## src/design/aqs_pkg.sv

```systemverilog
// ----------------------------------------------------------------------------
// aqs_pkg: shared types and constants for the air quality score block
// breakpoint tables, per-segment interpolation constants and band codes
// ----------------------------------------------------------------------------
package aqs_pkg;

  localparam int BP_N      = 6;             // breakpoints per table
  localparam int SEG_N     = BP_N - 1;      // interpolated segments
  localparam int VAL_W     = 16;            // reading width
  localparam int SCORE_W   = 7;             // subscore / score width
  localparam int BAND_W    = 3;
  localparam int SEG_W     = 3;             // segment code 0..BP_N
  localparam int IDX_W     = 3;             // segment index 0..SEG_N-1
  localparam int X_W       = 10;            // offset into a segment, max 1000
  localparam int SLOPE_W   = 6;             // twice the score drop, max 50
  localparam int NUM_W     = 17;            // doubled, rounded numerator
  localparam int RECIP_SH  = 28;
  localparam int RECIP_W   = 22;
  localparam int PROD_W    = NUM_W + RECIP_W;

  localparam int unsigned RECIP_ONE = 2 ** RECIP_SH;

  localparam logic [SCORE_W-1:0] SCORE_MAX = 7'd100;
  localparam logic [SCORE_W-1:0] SCORE_MIN = 7'd0;

  // band thresholds and codes
  localparam logic [SCORE_W-1:0] TH_EXCELLENT = 7'd90;
  localparam logic [SCORE_W-1:0] TH_GOOD      = 7'd75;
  localparam logic [SCORE_W-1:0] TH_MODERATE  = 7'd50;
  localparam logic [SCORE_W-1:0] TH_POOR      = 7'd25;

  localparam logic [BAND_W-1:0] BAND_EXCELLENT   = 3'd0;
  localparam logic [BAND_W-1:0] BAND_GOOD        = 3'd1;
  localparam logic [BAND_W-1:0] BAND_MODERATE    = 3'd2;
  localparam logic [BAND_W-1:0] BAND_POOR        = 3'd3;
  localparam logic [BAND_W-1:0] BAND_BAD         = 3'd4;
  localparam logic [BAND_W-1:0] BAND_UNAVAILABLE = 3'd5;

  // breakpoint tables, concentration -> score
  localparam int unsigned CO2_PT   [BP_N] = '{600, 800, 1000, 1400, 2000, 3000};
  localparam int unsigned PM_PT    [BP_N] = '{50, 100, 150, 250, 500, 1000};
  localparam int unsigned SCORE_PT [BP_N] = '{100, 90, 75, 50, 25, 0};

  // reciprocals of twice the segment width, ceil(2^28 / d), exact for 17-bit numerators
  localparam int unsigned CO2_RECIP [SEG_N] = '{
    (RECIP_ONE + 399) / 400, (RECIP_ONE + 399) / 400, (RECIP_ONE + 799) / 800,
    (RECIP_ONE + 1199) / 1200, (RECIP_ONE + 1999) / 2000};
  localparam int unsigned PM_RECIP [SEG_N] = '{
    (RECIP_ONE + 99) / 100, (RECIP_ONE + 99) / 100, (RECIP_ONE + 199) / 200,
    (RECIP_ONE + 499) / 500, (RECIP_ONE + 999) / 1000};

  // constants one lane needs for its reading
  typedef struct packed {
    logic [BP_N-1:0][VAL_W-1:0]     pts;
    logic [SEG_N-1:0][NUM_W-1:0]    base;    // (2*score_lo + 1) * width
    logic [SEG_N-1:0][SLOPE_W-1:0]  slope2;  // 2 * (score_lo - score_hi)
    logic [SEG_N-1:0][RECIP_W-1:0]  recip;
  } aqs_tab_t;

  // per-item flags that ride alongside the lanes
  typedef struct packed {
    logic missing;
    logic fault;
  } aqs_flags_t;

  function automatic aqs_tab_t lane_tab(input logic pm);
    aqs_tab_t    t;
    int unsigned lo;
    int unsigned hi;
    t = '0;
    for (int i = 0; i < BP_N; i++) begin
      t.pts[i] = VAL_W'(pm ? PM_PT[i] : CO2_PT[i]);
    end
    for (int k = 0; k < SEG_N; k++) begin
      lo = pm ? PM_PT[k] : CO2_PT[k];
      hi = pm ? PM_PT[k+1] : CO2_PT[k+1];
      t.base[k]   = NUM_W'((2 * SCORE_PT[k] + 1) * (hi - lo));
      t.slope2[k] = SLOPE_W'(2 * (SCORE_PT[k] - SCORE_PT[k+1]));
      t.recip[k]  = RECIP_W'(pm ? PM_RECIP[k] : CO2_RECIP[k]);
    end
    return t;
  endfunction

  localparam aqs_tab_t CO2_TAB = lane_tab(1'b0);
  localparam aqs_tab_t PM_TAB  = lane_tab(1'b1);

endpackage

```

## src/design/aqs_lane.sv

```systemverilog
// ----------------------------------------------------------------------------
// aqs_lane: piecewise-linear subscore lane
// three-stage pipeline: segment search, rounded numerator, reciprocal divide
// ----------------------------------------------------------------------------
module aqs_lane
  import aqs_pkg::*;
(
  input  logic               clk,
  input  aqs_tab_t           tab,
  input  logic [VAL_W-1:0]   value,
  output logic [SCORE_W-1:0] subscore
);

  logic [SEG_W-1:0]   seg;
  logic [IDX_W-1:0]   idx;
  logic [VAL_W-1:0]   diff;

  logic               sat_hi_a, sat_lo_a;
  logic [IDX_W-1:0]   idx_a;
  logic [X_W-1:0]     x_a;

  logic               sat_hi_b, sat_lo_b;
  logic [IDX_W-1:0]   idx_b;
  logic [NUM_W-1:0]   num_b;

  logic [PROD_W-1:0]  prod;

  // segment code: number of breakpoints strictly below the reading
  always_comb begin
    seg = '0;
    for (int i = 0; i < BP_N; i++) begin
      if (value > tab.pts[i]) begin
        seg = SEG_W'(i + 1);
      end
    end
    if (seg == '0) begin
      idx = '0;
    end else if (seg == SEG_W'(BP_N)) begin
      idx = IDX_W'(SEG_N - 1);
    end else begin
      idx = IDX_W'(seg - SEG_W'(1));
    end
    diff = value - tab.pts[idx];
  end

  always_ff @(posedge clk) begin
    sat_hi_a <= (seg == '0);
    sat_lo_a <= (seg == SEG_W'(BP_N));
    idx_a    <= idx;
    x_a      <= diff[X_W-1:0];
  end

  // 2*num + width, never below the width inside a segment
  always_ff @(posedge clk) begin
    sat_hi_b <= sat_hi_a;
    sat_lo_b <= sat_lo_a;
    idx_b    <= idx_a;
    num_b    <= tab.base[idx_a] - (NUM_W'(tab.slope2[idx_a]) * NUM_W'(x_a));
  end

  assign prod = PROD_W'(num_b) * PROD_W'(tab.recip[idx_b]);

  always_ff @(posedge clk) begin
    priority if (sat_hi_b) begin
      subscore <= SCORE_MAX;
    end else if (sat_lo_b) begin
      subscore <= SCORE_MIN;
    end else begin
      subscore <= prod[RECIP_SH +: SCORE_W];
    end
  end

endmodule

```

## src/design/aqs_merge.sv

```systemverilog
// ----------------------------------------------------------------------------
// aqs_merge: combines the lane subscores
// minimum, missing-pm override, band classification and fault override, registered
// ----------------------------------------------------------------------------
module aqs_merge
  import aqs_pkg::*;
(
  input  logic               clk,
  input  aqs_flags_t         flags,
  input  logic [SCORE_W-1:0] co2_sub,
  input  logic [SCORE_W-1:0] pm_sub,
  output logic [SCORE_W-1:0] air_score,
  output logic [BAND_W-1:0]  score_band,
  output logic [SCORE_W-1:0] co2_subscore,
  output logic [SCORE_W-1:0] pm25_subscore
);

  logic [SCORE_W-1:0] pm_eff;
  logic [SCORE_W-1:0] low;
  logic [BAND_W-1:0]  band;

  always_comb begin
    pm_eff = flags.missing ? SCORE_MIN : pm_sub;
    low    = (co2_sub < pm_eff) ? co2_sub : pm_eff;
    priority if (low >= TH_EXCELLENT) begin
      band = BAND_EXCELLENT;
    end else if (low >= TH_GOOD) begin
      band = BAND_GOOD;
    end else if (low >= TH_MODERATE) begin
      band = BAND_MODERATE;
    end else if (low >= TH_POOR) begin
      band = BAND_POOR;
    end else begin
      band = BAND_BAD;
    end
  end

  always_ff @(posedge clk) begin
    co2_subscore  <= co2_sub;
    pm25_subscore <= pm_eff;
    if (flags.fault) begin
      air_score  <= SCORE_MIN;
      score_band <= BAND_UNAVAILABLE;
    end else begin
      air_score  <= low;
      score_band <= band;
    end
  end

endmodule

```

## src/design/air_quality_score.sv

```systemverilog
// ----------------------------------------------------------------------------
// air_quality_score: combined indoor air quality score
// two interpolation lanes (co2, pm2.5) run side by side, a merge stage takes
// the smaller subscore, classifies it into a band and applies the fault flag
// ----------------------------------------------------------------------------
// done rises with the result once the beat has passed the 3 lane stages and the merge
// throughput: one beat per cycle, busy is never raised outside reset
// the pipeline depth is set by the lane: segment search, numerator, divide
// reset: synchronous, clears the valid pipeline; busy follows rst
// results are presented for one cycle with done; the receiver cannot stall
// ----------------------------------------------------------------------------
module air_quality_score
  import aqs_pkg::*;
(
  input  logic               clk,
  input  logic               rst,
  input  logic               start,
  output logic               busy,
  input  logic [VAL_W-1:0]   co2_ppm,
  input  logic [VAL_W-1:0]   pm25_tenths,
  input  logic               pm25_missing,
  input  logic               sensor_fault,
  output logic               done,
  output logic [SCORE_W-1:0] air_score,
  output logic [BAND_W-1:0]  score_band,
  output logic [SCORE_W-1:0] co2_subscore,
  output logic [SCORE_W-1:0] pm25_subscore
);

  localparam int LANE_LAT = 3;

  logic                  accept;
  logic [LANE_LAT-1:0]   vld;             // one bit per lane stage
  aqs_flags_t            flag_pipe [LANE_LAT];
  logic [SCORE_W-1:0]    co2_sub;
  logic [SCORE_W-1:0]    pm_sub;

  // no backpressure: only reset holds off a beat
  assign busy   = rst;
  assign accept = start && !busy;

  // valid travels beside the lanes, done marks the merged result
  always_ff @(posedge clk) begin
    if (rst) begin
      vld  <= '0;
      done <= 1'b0;
    end else begin
      vld  <= {vld[LANE_LAT-2:0], accept};
      done <= vld[LANE_LAT-1];
    end
  end

  // flags are only needed by the merge, delay them to match the lanes
  always_ff @(posedge clk) begin
    flag_pipe[0] <= '{missing: pm25_missing, fault: sensor_fault};
    for (int i = 1; i < LANE_LAT; i++) begin
      flag_pipe[i] <= flag_pipe[i-1];
    end
  end

  // co2 lane
  aqs_lane u_lane_co2 (
    .clk      (clk),
    .tab      (CO2_TAB),
    .value    (co2_ppm),
    .subscore (co2_sub)
  );

  // pm2.5 lane, computed even when the reading is missing
  aqs_lane u_lane_pm (
    .clk      (clk),
    .tab      (PM_TAB),
    .value    (pm25_tenths),
    .subscore (pm_sub)
  );

  // merge: min, band, fault override
  aqs_merge u_merge (
    .clk           (clk),
    .flags         (flag_pipe[LANE_LAT-1]),
    .co2_sub       (co2_sub),
    .pm_sub        (pm_sub),
    .air_score     (air_score),
    .score_band    (score_band),
    .co2_subscore  (co2_subscore),
    .pm25_subscore (pm25_subscore)
  );

`ifndef ASSERT_OFF
  // every accepted beat comes out with done, after the lane stages and the merge register
  a_latency: assert property (@(posedge clk) disable iff (rst)
    accept |-> ##4 done)
    else $error("result strobe missing after accepted beat");

  // an unavailable band always carries a zero score
  a_fault_zero: assert property (@(posedge clk) disable iff (rst)
    (done && score_band == BAND_UNAVAILABLE) |-> (air_score == SCORE_MIN))
    else $error("unavailable band with nonzero score");

  // the combined score never exceeds either subscore
  a_min: assert property (@(posedge clk) disable iff (rst)
    done |-> (air_score <= co2_subscore && air_score <= pm25_subscore))
    else $error("score above a subscore");

  // subscores stay within range
  a_range: assert property (@(posedge clk) disable iff (rst)
    done |-> (co2_subscore <= SCORE_MAX && pm25_subscore <= SCORE_MAX))
    else $error("subscore out of range");
`endif

endmodule
```

## config.mk

```make
export PLATFORM = sky130hd
export DESIGN_NAME = air_quality_score
export DESIGN_NICKNAME = d
export VERILOG_FILES = /design/src/design/aqs_pkg.sv /design/src/design/aqs_lane.sv /design/src/design/aqs_merge.sv /design/src/design/air_quality_score.sv
export SDC_FILE = /design/constraint.sdc
export NUM_CORES = 2
export LEC_CHECK = 0
export ABC_AREA = 1
export BUFFER_PORTS_ARGS = -buffer_cell sky130_fd_sc_hd__buf_2
export CAP_MARGIN = 20
export CORE_MARGIN = 4
export CORE_UTILIZATION = 50
export DETAILED_ROUTE_END_ITERATION = 12
export PLACE_DENSITY = 0.66
export SYNTH_ARGS = -nofsm -noshare
export SYNTH_HDL_FRONTEND = slang
export SYNTH_HIERARCHICAL = 1
export SYNTH_SLANG_ARGS = --single-unit
```

## constraint.sdc

```tcl
create_clock -name clk -period 8.45 [get_ports clk]
set_input_delay 1.2675 -clock clk [delete_from_list [all_inputs] [get_ports clk]]
set_output_delay 1.2675 -clock clk [all_outputs]
set_load 0.01 [all_outputs]
```

* Yosys cells after proc, flatten, opt, wreduce, memory -nomap -nowiden
Memories as Yosys holds them, arrays and structs flattened. A register that Yosys moved wholly into a read port is not among the register bits.
Cells that the tools add are included.
** Storage, ports and cells
- Output and inout port bits :: 26
- Memories :: 9
- Input bits :: 37
- Memory bits (writable) :: 6
- Memory bits (read-only) :: 976
- Register bits after elaboration :: 116
** Cells by class
- Order comparisons :: 23
- Add/sub/neg operators :: 6
- Equality and inequality tests :: 2
- Multiplexer cells :: 32
- $mul :: 4
- Reductions and logical operators :: 7
** Memory list
- (no name shown) :: depth 8, bits a word 22, rd ports 1, clocked after Yosys merged registers in 1, wr ports 0, RTL line aqs_lane.sv:61 : assign prod = PROD_W'(num_b) * PROD_W'(tab.recip[idx_b]);
- (no name shown) :: depth 8, bits a word 22, rd ports 1, clocked after Yosys merged registers in 1, wr ports 0, RTL line aqs_lane.sv:61
- (no name shown) :: depth 8, bits a word 17, rd ports 1, clocked after Yosys merged registers in 1, wr ports 0, RTL line aqs_lane.sv:58 : num_b <= tab.base[idx_a] - (NUM_W'(tab.slope2[idx_a]) * NUM_W'(x_a));
- (no name shown) :: depth 8, bits a word 17, rd ports 1, clocked after Yosys merged registers in 1, wr ports 0, RTL line aqs_lane.sv:58
- (no name shown) :: depth 8, bits a word 16, rd ports 1, clocked after Yosys merged registers in 0, wr ports 0, RTL line aqs_lane.sv:43 : diff = value - tab.pts[idx];
- (no name shown) :: depth 8, bits a word 16, rd ports 1, clocked after Yosys merged registers in 0, wr ports 0, RTL line aqs_lane.sv:43
- +3 memories
** Operators with widths (count)
- $mul 17x22->35 :: 2
- $gt 16x10->1 const B :: 4
- $mux 22 :: 2
- $mux 3 :: 14
- $mux 17 :: 2
- $sub 17x16->17 :: 2
- $gt 16x11->1 const B :: 2
- $gt 16x8->1 const B :: 2
- $mul 6x10->16 :: 2
- $mux 7 :: 4
- $lt 3x4->1 const B :: 6
- $mux 10 :: 2
- $sub 10x10->10 :: 2
- $gt 16x12->1 const B :: 1
- $gt 16x6->1 const B :: 1
- $gt 16x7->1 const B :: 1
- $gt 16x9->1 const B :: 1
- $ge 7x7->1 const B :: 2
- $mux 6 :: 2
- $mux 2 :: 4
- $ge 7x5->1 const B :: 1
- $ge 7x6->1 const B :: 1
- $lt 7x7->1 :: 1
- $eq 3x3->1 const B :: 2
- 7 further kinds :: 11

* Logic depth before layout (Yosys ltp)
- Word-level depth :: 13
- Depth in mapped cells :: 42

* By module
Netlist, hierarchy kept.
** Modules (own cells, without submodules)
- aqs_lane at u_lane_pm :: cells each 2668, area each 19512.5 sq um, sequential area each 880.8 sq um, instances 1
- aqs_lane at u_lane_co2 :: cells each 2639, area each 19466.2 sq um, sequential area each 880.8 sq um, instances 1
- aqs_merge :: cells each 141, area each 1118.6 sq um, sequential area each 480.5 sq um, instances 1
- air_quality_score :: cells each 21, area each 245.2 sq um, sequential area each 200.2 sq um, instances 1

* Least setup slack after synthesis
No wires, ideal clock.
- Path type :: register -> register
- Start :: register, netlist name u_lane_co2/idx_b[0]
- End :: register u_lane_co2.subscore[3]
- Cell stages (with the launch flop) :: 27
- Library setup time :: 0.115 ns
- Setup slack :: 2.038 ns
- Path buffers :: 2
- Arrival time :: 6.297 ns
- Path through :: dfxtp_1 inv_2 buf_4 clkbuf_1 nand2_1 a221o_1 nand2_1 inv_1 nor2_1 fa_1 fa_1 fa_1 fa_1 fa_1 inv_1 fa_1 inv_1 ha_1 a21oi_1 o21ai_0 inv_1 nor2_1 or3_1 a221oi_1 nand3_1 nand2_1 nor2_1
** RTL lines
- end signal: assignment :: RTL line aqs_lane.sv:69 : subscore <= prod[RECIP_SH +: SCORE_W];
- end: declaration :: RTL line aqs_lane.sv:11 : output logic [SCORE_W-1:0] subscore

==> flow_metrics.py <==
metrics = {
    "status": {
        "status": "finished, final reports clean",
    },
    "cts": {
        "cts_setup_buffers": 0,
        "cts_made_buffers": 17,
        "cts-hold-fix-buffers": 0,
        "cts_resized": 0,
        "cts-root-buf": "clkbuf_16",
        "insertion_delay_ns": 0.48,
        "clkTransAtPathRegs_ns": 0.07,
        "cts.sinks": 122,
        "clk_path_buf_depth": 2,
        "cts_tree": "done",
        "h-tree-depth": 4,
    },
    "sta": {
        "setup_ws_ns": 0.964,
        "setup_viol": 0,
        "slew_headroom_pct": 23.1,
        "rsz0062_at_grt": "false",
        "finClkSkew_ns": 0.0183,
        "timing.final.crit_share_pct": 88.6,
        "final_hold_viol_count": 0,
        "worst_slew_pin_slew_ns": 1.15,
        "final_max_slew_viol_count": 0,
        "period_minus_slack_ns": 7.49,
        "fin_setup_tns_ns": 0,
        "max_freq_mhz": 134,
    },
    "logic_synthesis": {
        "synthTopCellsByArea": "fa_1 (34%), ha_1 (14%), inv_1 (12%)",
        "yosys.area.top_type": "fa_1",
        "synthesis.area_mm2": 0.0403,
        "synth.distinct_cells": 72,
        "syn_inst": 5469,
        "synth_top_area_share_pct": 33.5,
        "synth_edf_count": 0,
        "synth_most_common_cell": "inv_1",
        "synthTopCellsByCount": "inv_1 (1,256), nand2_1 (1,187), fa_1 (676)",
        "yosysWarnings": 6,
        "avgSynthCellArea_um2": 7.38,
        "ys_async_sr_fraction_pct": 0,
        "ys_seq_area_share_pct": 6.05,
        "ys.flop_type": "dfxtp_1",
        "synth_seq_cells": 122,
    },
    "detailed_routing": {
        "vias": 34500,
        "remaining_drc_errors": 0,
        "antenna_left": 0,
        "drt_pre_antenna_iters": 6,
        "via_per_inst": 4.80,
        "wire_per_inst_um": 14.7,
        "drt_wl_total_um": 106000,
        "drt-initial-drc-count": 2378,
    },
    "critical_path": {
        "crit_top_cell": "fa_1",
        "cp_slowest_stage_delay_ns": 0.81,
        "r2r_setup_slack_ns": 0.96,
        "critPathRequiredTime_ns": 8.87,
        "start_kind": "flip-flop",
        "arrival_ns": 7.90,
        "crit_fanout": 20,
        "crit_slowest_cell": "dfxtp_1",
        "cp-end-kind": "flip-flop",
        "criticalPathCategory": "flip-flop to flip-flop",
    },
    "floorplanning": {
        "die_w_um": 292,
        "core_area_mm2": 0.0795,
        "start_util_pct": 50.7,
        "floorplan.rows": 103,
        "die-area_mm2": 0.0853,
        "die-height_um": 292,
        "io_pins": 63,
    },
    "layout": {
        "drive_gt1_share_pct": 4.01,
        "layout.nets": 7303,
        "num_antenna_cells": 0,
        "area_delta_synth_final_pct": 10.7,
    },
    "hold_path": {
        "hold_class": "flip-flop to flip-flop",
    },
    "place": {
        "dpl_worst_slack_ns": 1.02,
        "portBuffers": 62,
        "dp_hpwl_um": 87100,
        "gp_congestion": 0.952,
    },
    "grt": {
        "grt_pass1_vias": 34600,
        "grt_max_degree": 56,
        "grt_pass1_wl_um": 177000,
        "grt-ovfl-total": 0,
        "grt_usage_pct": 25.5,
        "antenna_found_initial": 0,
    },
    "job": {
        "maxCapViolations": 0,
    },
}
final timing paths:
| path | from | end | depth (start not counted) |
|---|---|---|---|
| setup / recovery | u_lane_co2/idx_b[2] | u_lane_co2/subscore[4] | 28 |
| setup reg to reg | u_lane_co2/idx_b[2] | u_lane_co2/subscore[4] | 28 |
| hold reg to reg | flag_pipe[0][2] | flag_pipe[0][4] | 0 |
| hold / removal | flag_pipe[0][2] | flag_pipe[0][4] | 0 |
layer usage:
metal  GRT usage, %  routed length [um]  up-vias
li1               -                   -    17300
met1           35.5               47400    16000
met2           40.5               46600     1035
met3           6.58                9340      156
met4           5.32                2540        0
met5              0                   0        -
kinds of logic (layout without fill, tap and decap cells):
family | count (synthesis) | after routing | synth area share (%)
AO/OA/AOI/OAI | 716 | 716 | 10.8
flip-flops | 122 | 122 | 6.05
buffers and inverters | 1465 | 1429 | 14.1
adder cells (fa/ha/maj) | 1140 | 1140 | 47.9
XOR/XNOR | 71 | 71 | 1.56
AND/OR/NAND/NOR | 1953 | 1953 | 19.5
other | 2 | 708 | 0.0186
placed cells by master, fill, tap and decap left out, drive strengths merged, types with 31 or more instances in the layout:
master	synthesis	routed
a21oi	368	368
a221o	50	50
a221oi	31	31
buf	86	107
conb	2	708
dfxtp	122	122
fa	676	676
ha	464	464
inv	1274	1283
nand2	1212	1212
nand3	136	136
nor2	540	540
o21ai	146	146
xor2	43	43
sequential cells by signal, summed over array words and instances, names as in the netlist, 6 cells and up:
name and cells:
u_merge/co2_subscore 7, u_lane_co2/x_a 10, u_lane_pm/subscore 7, u_lane_pm/x_a 10, u_lane_pm/num_b 17, u_lane_co2/subscore 7
u_merge/pm25_subscore 7, u_lane_co2/num_b 17, u_merge/air_score 7, flag_pipe 6
critical path: cells and delay by family (launching register included):
kind | cells | cell delay, ns
fa+ha+maj | 7 | 3.44
simple gates | 9 | 1.43
compound gates | 5 | 0.96
flops | 1 | 0.81
buf+inv | 7 | 0.77
through the flow:
step                      utilization, %  cells  area, um2  hold WS (ns)
after floorplan                        -   6175      43000         0.310
after global placement              55.5   7157      44100         0.312
after detailed placement            55.5   7157      44100         0.319
after CTS                           56.2   7189      44700         0.328
after global routing                56.2   7189      44700         0.335
final                               56.2   7189      44700         0.328
cell type report:
| class | count | area (um2) |
|---|---|---|
| clock buffers | 17 | 425 |
| clock inverters | 15 | 155 |
| fillers | 7745 | 34800 |
| inverters | 1290 | 4840 |
| multi-input cells | 4588 | 34800 |
| flip-flops and latches | 122 | 2440 |
| well taps | 1050 | 1310 |
| repair buffers | 107 | 648 |
Power is left out: the tool's default activity adds up to more than one toggle a clock period on the data nets, which glitch-free logic cannot reach.
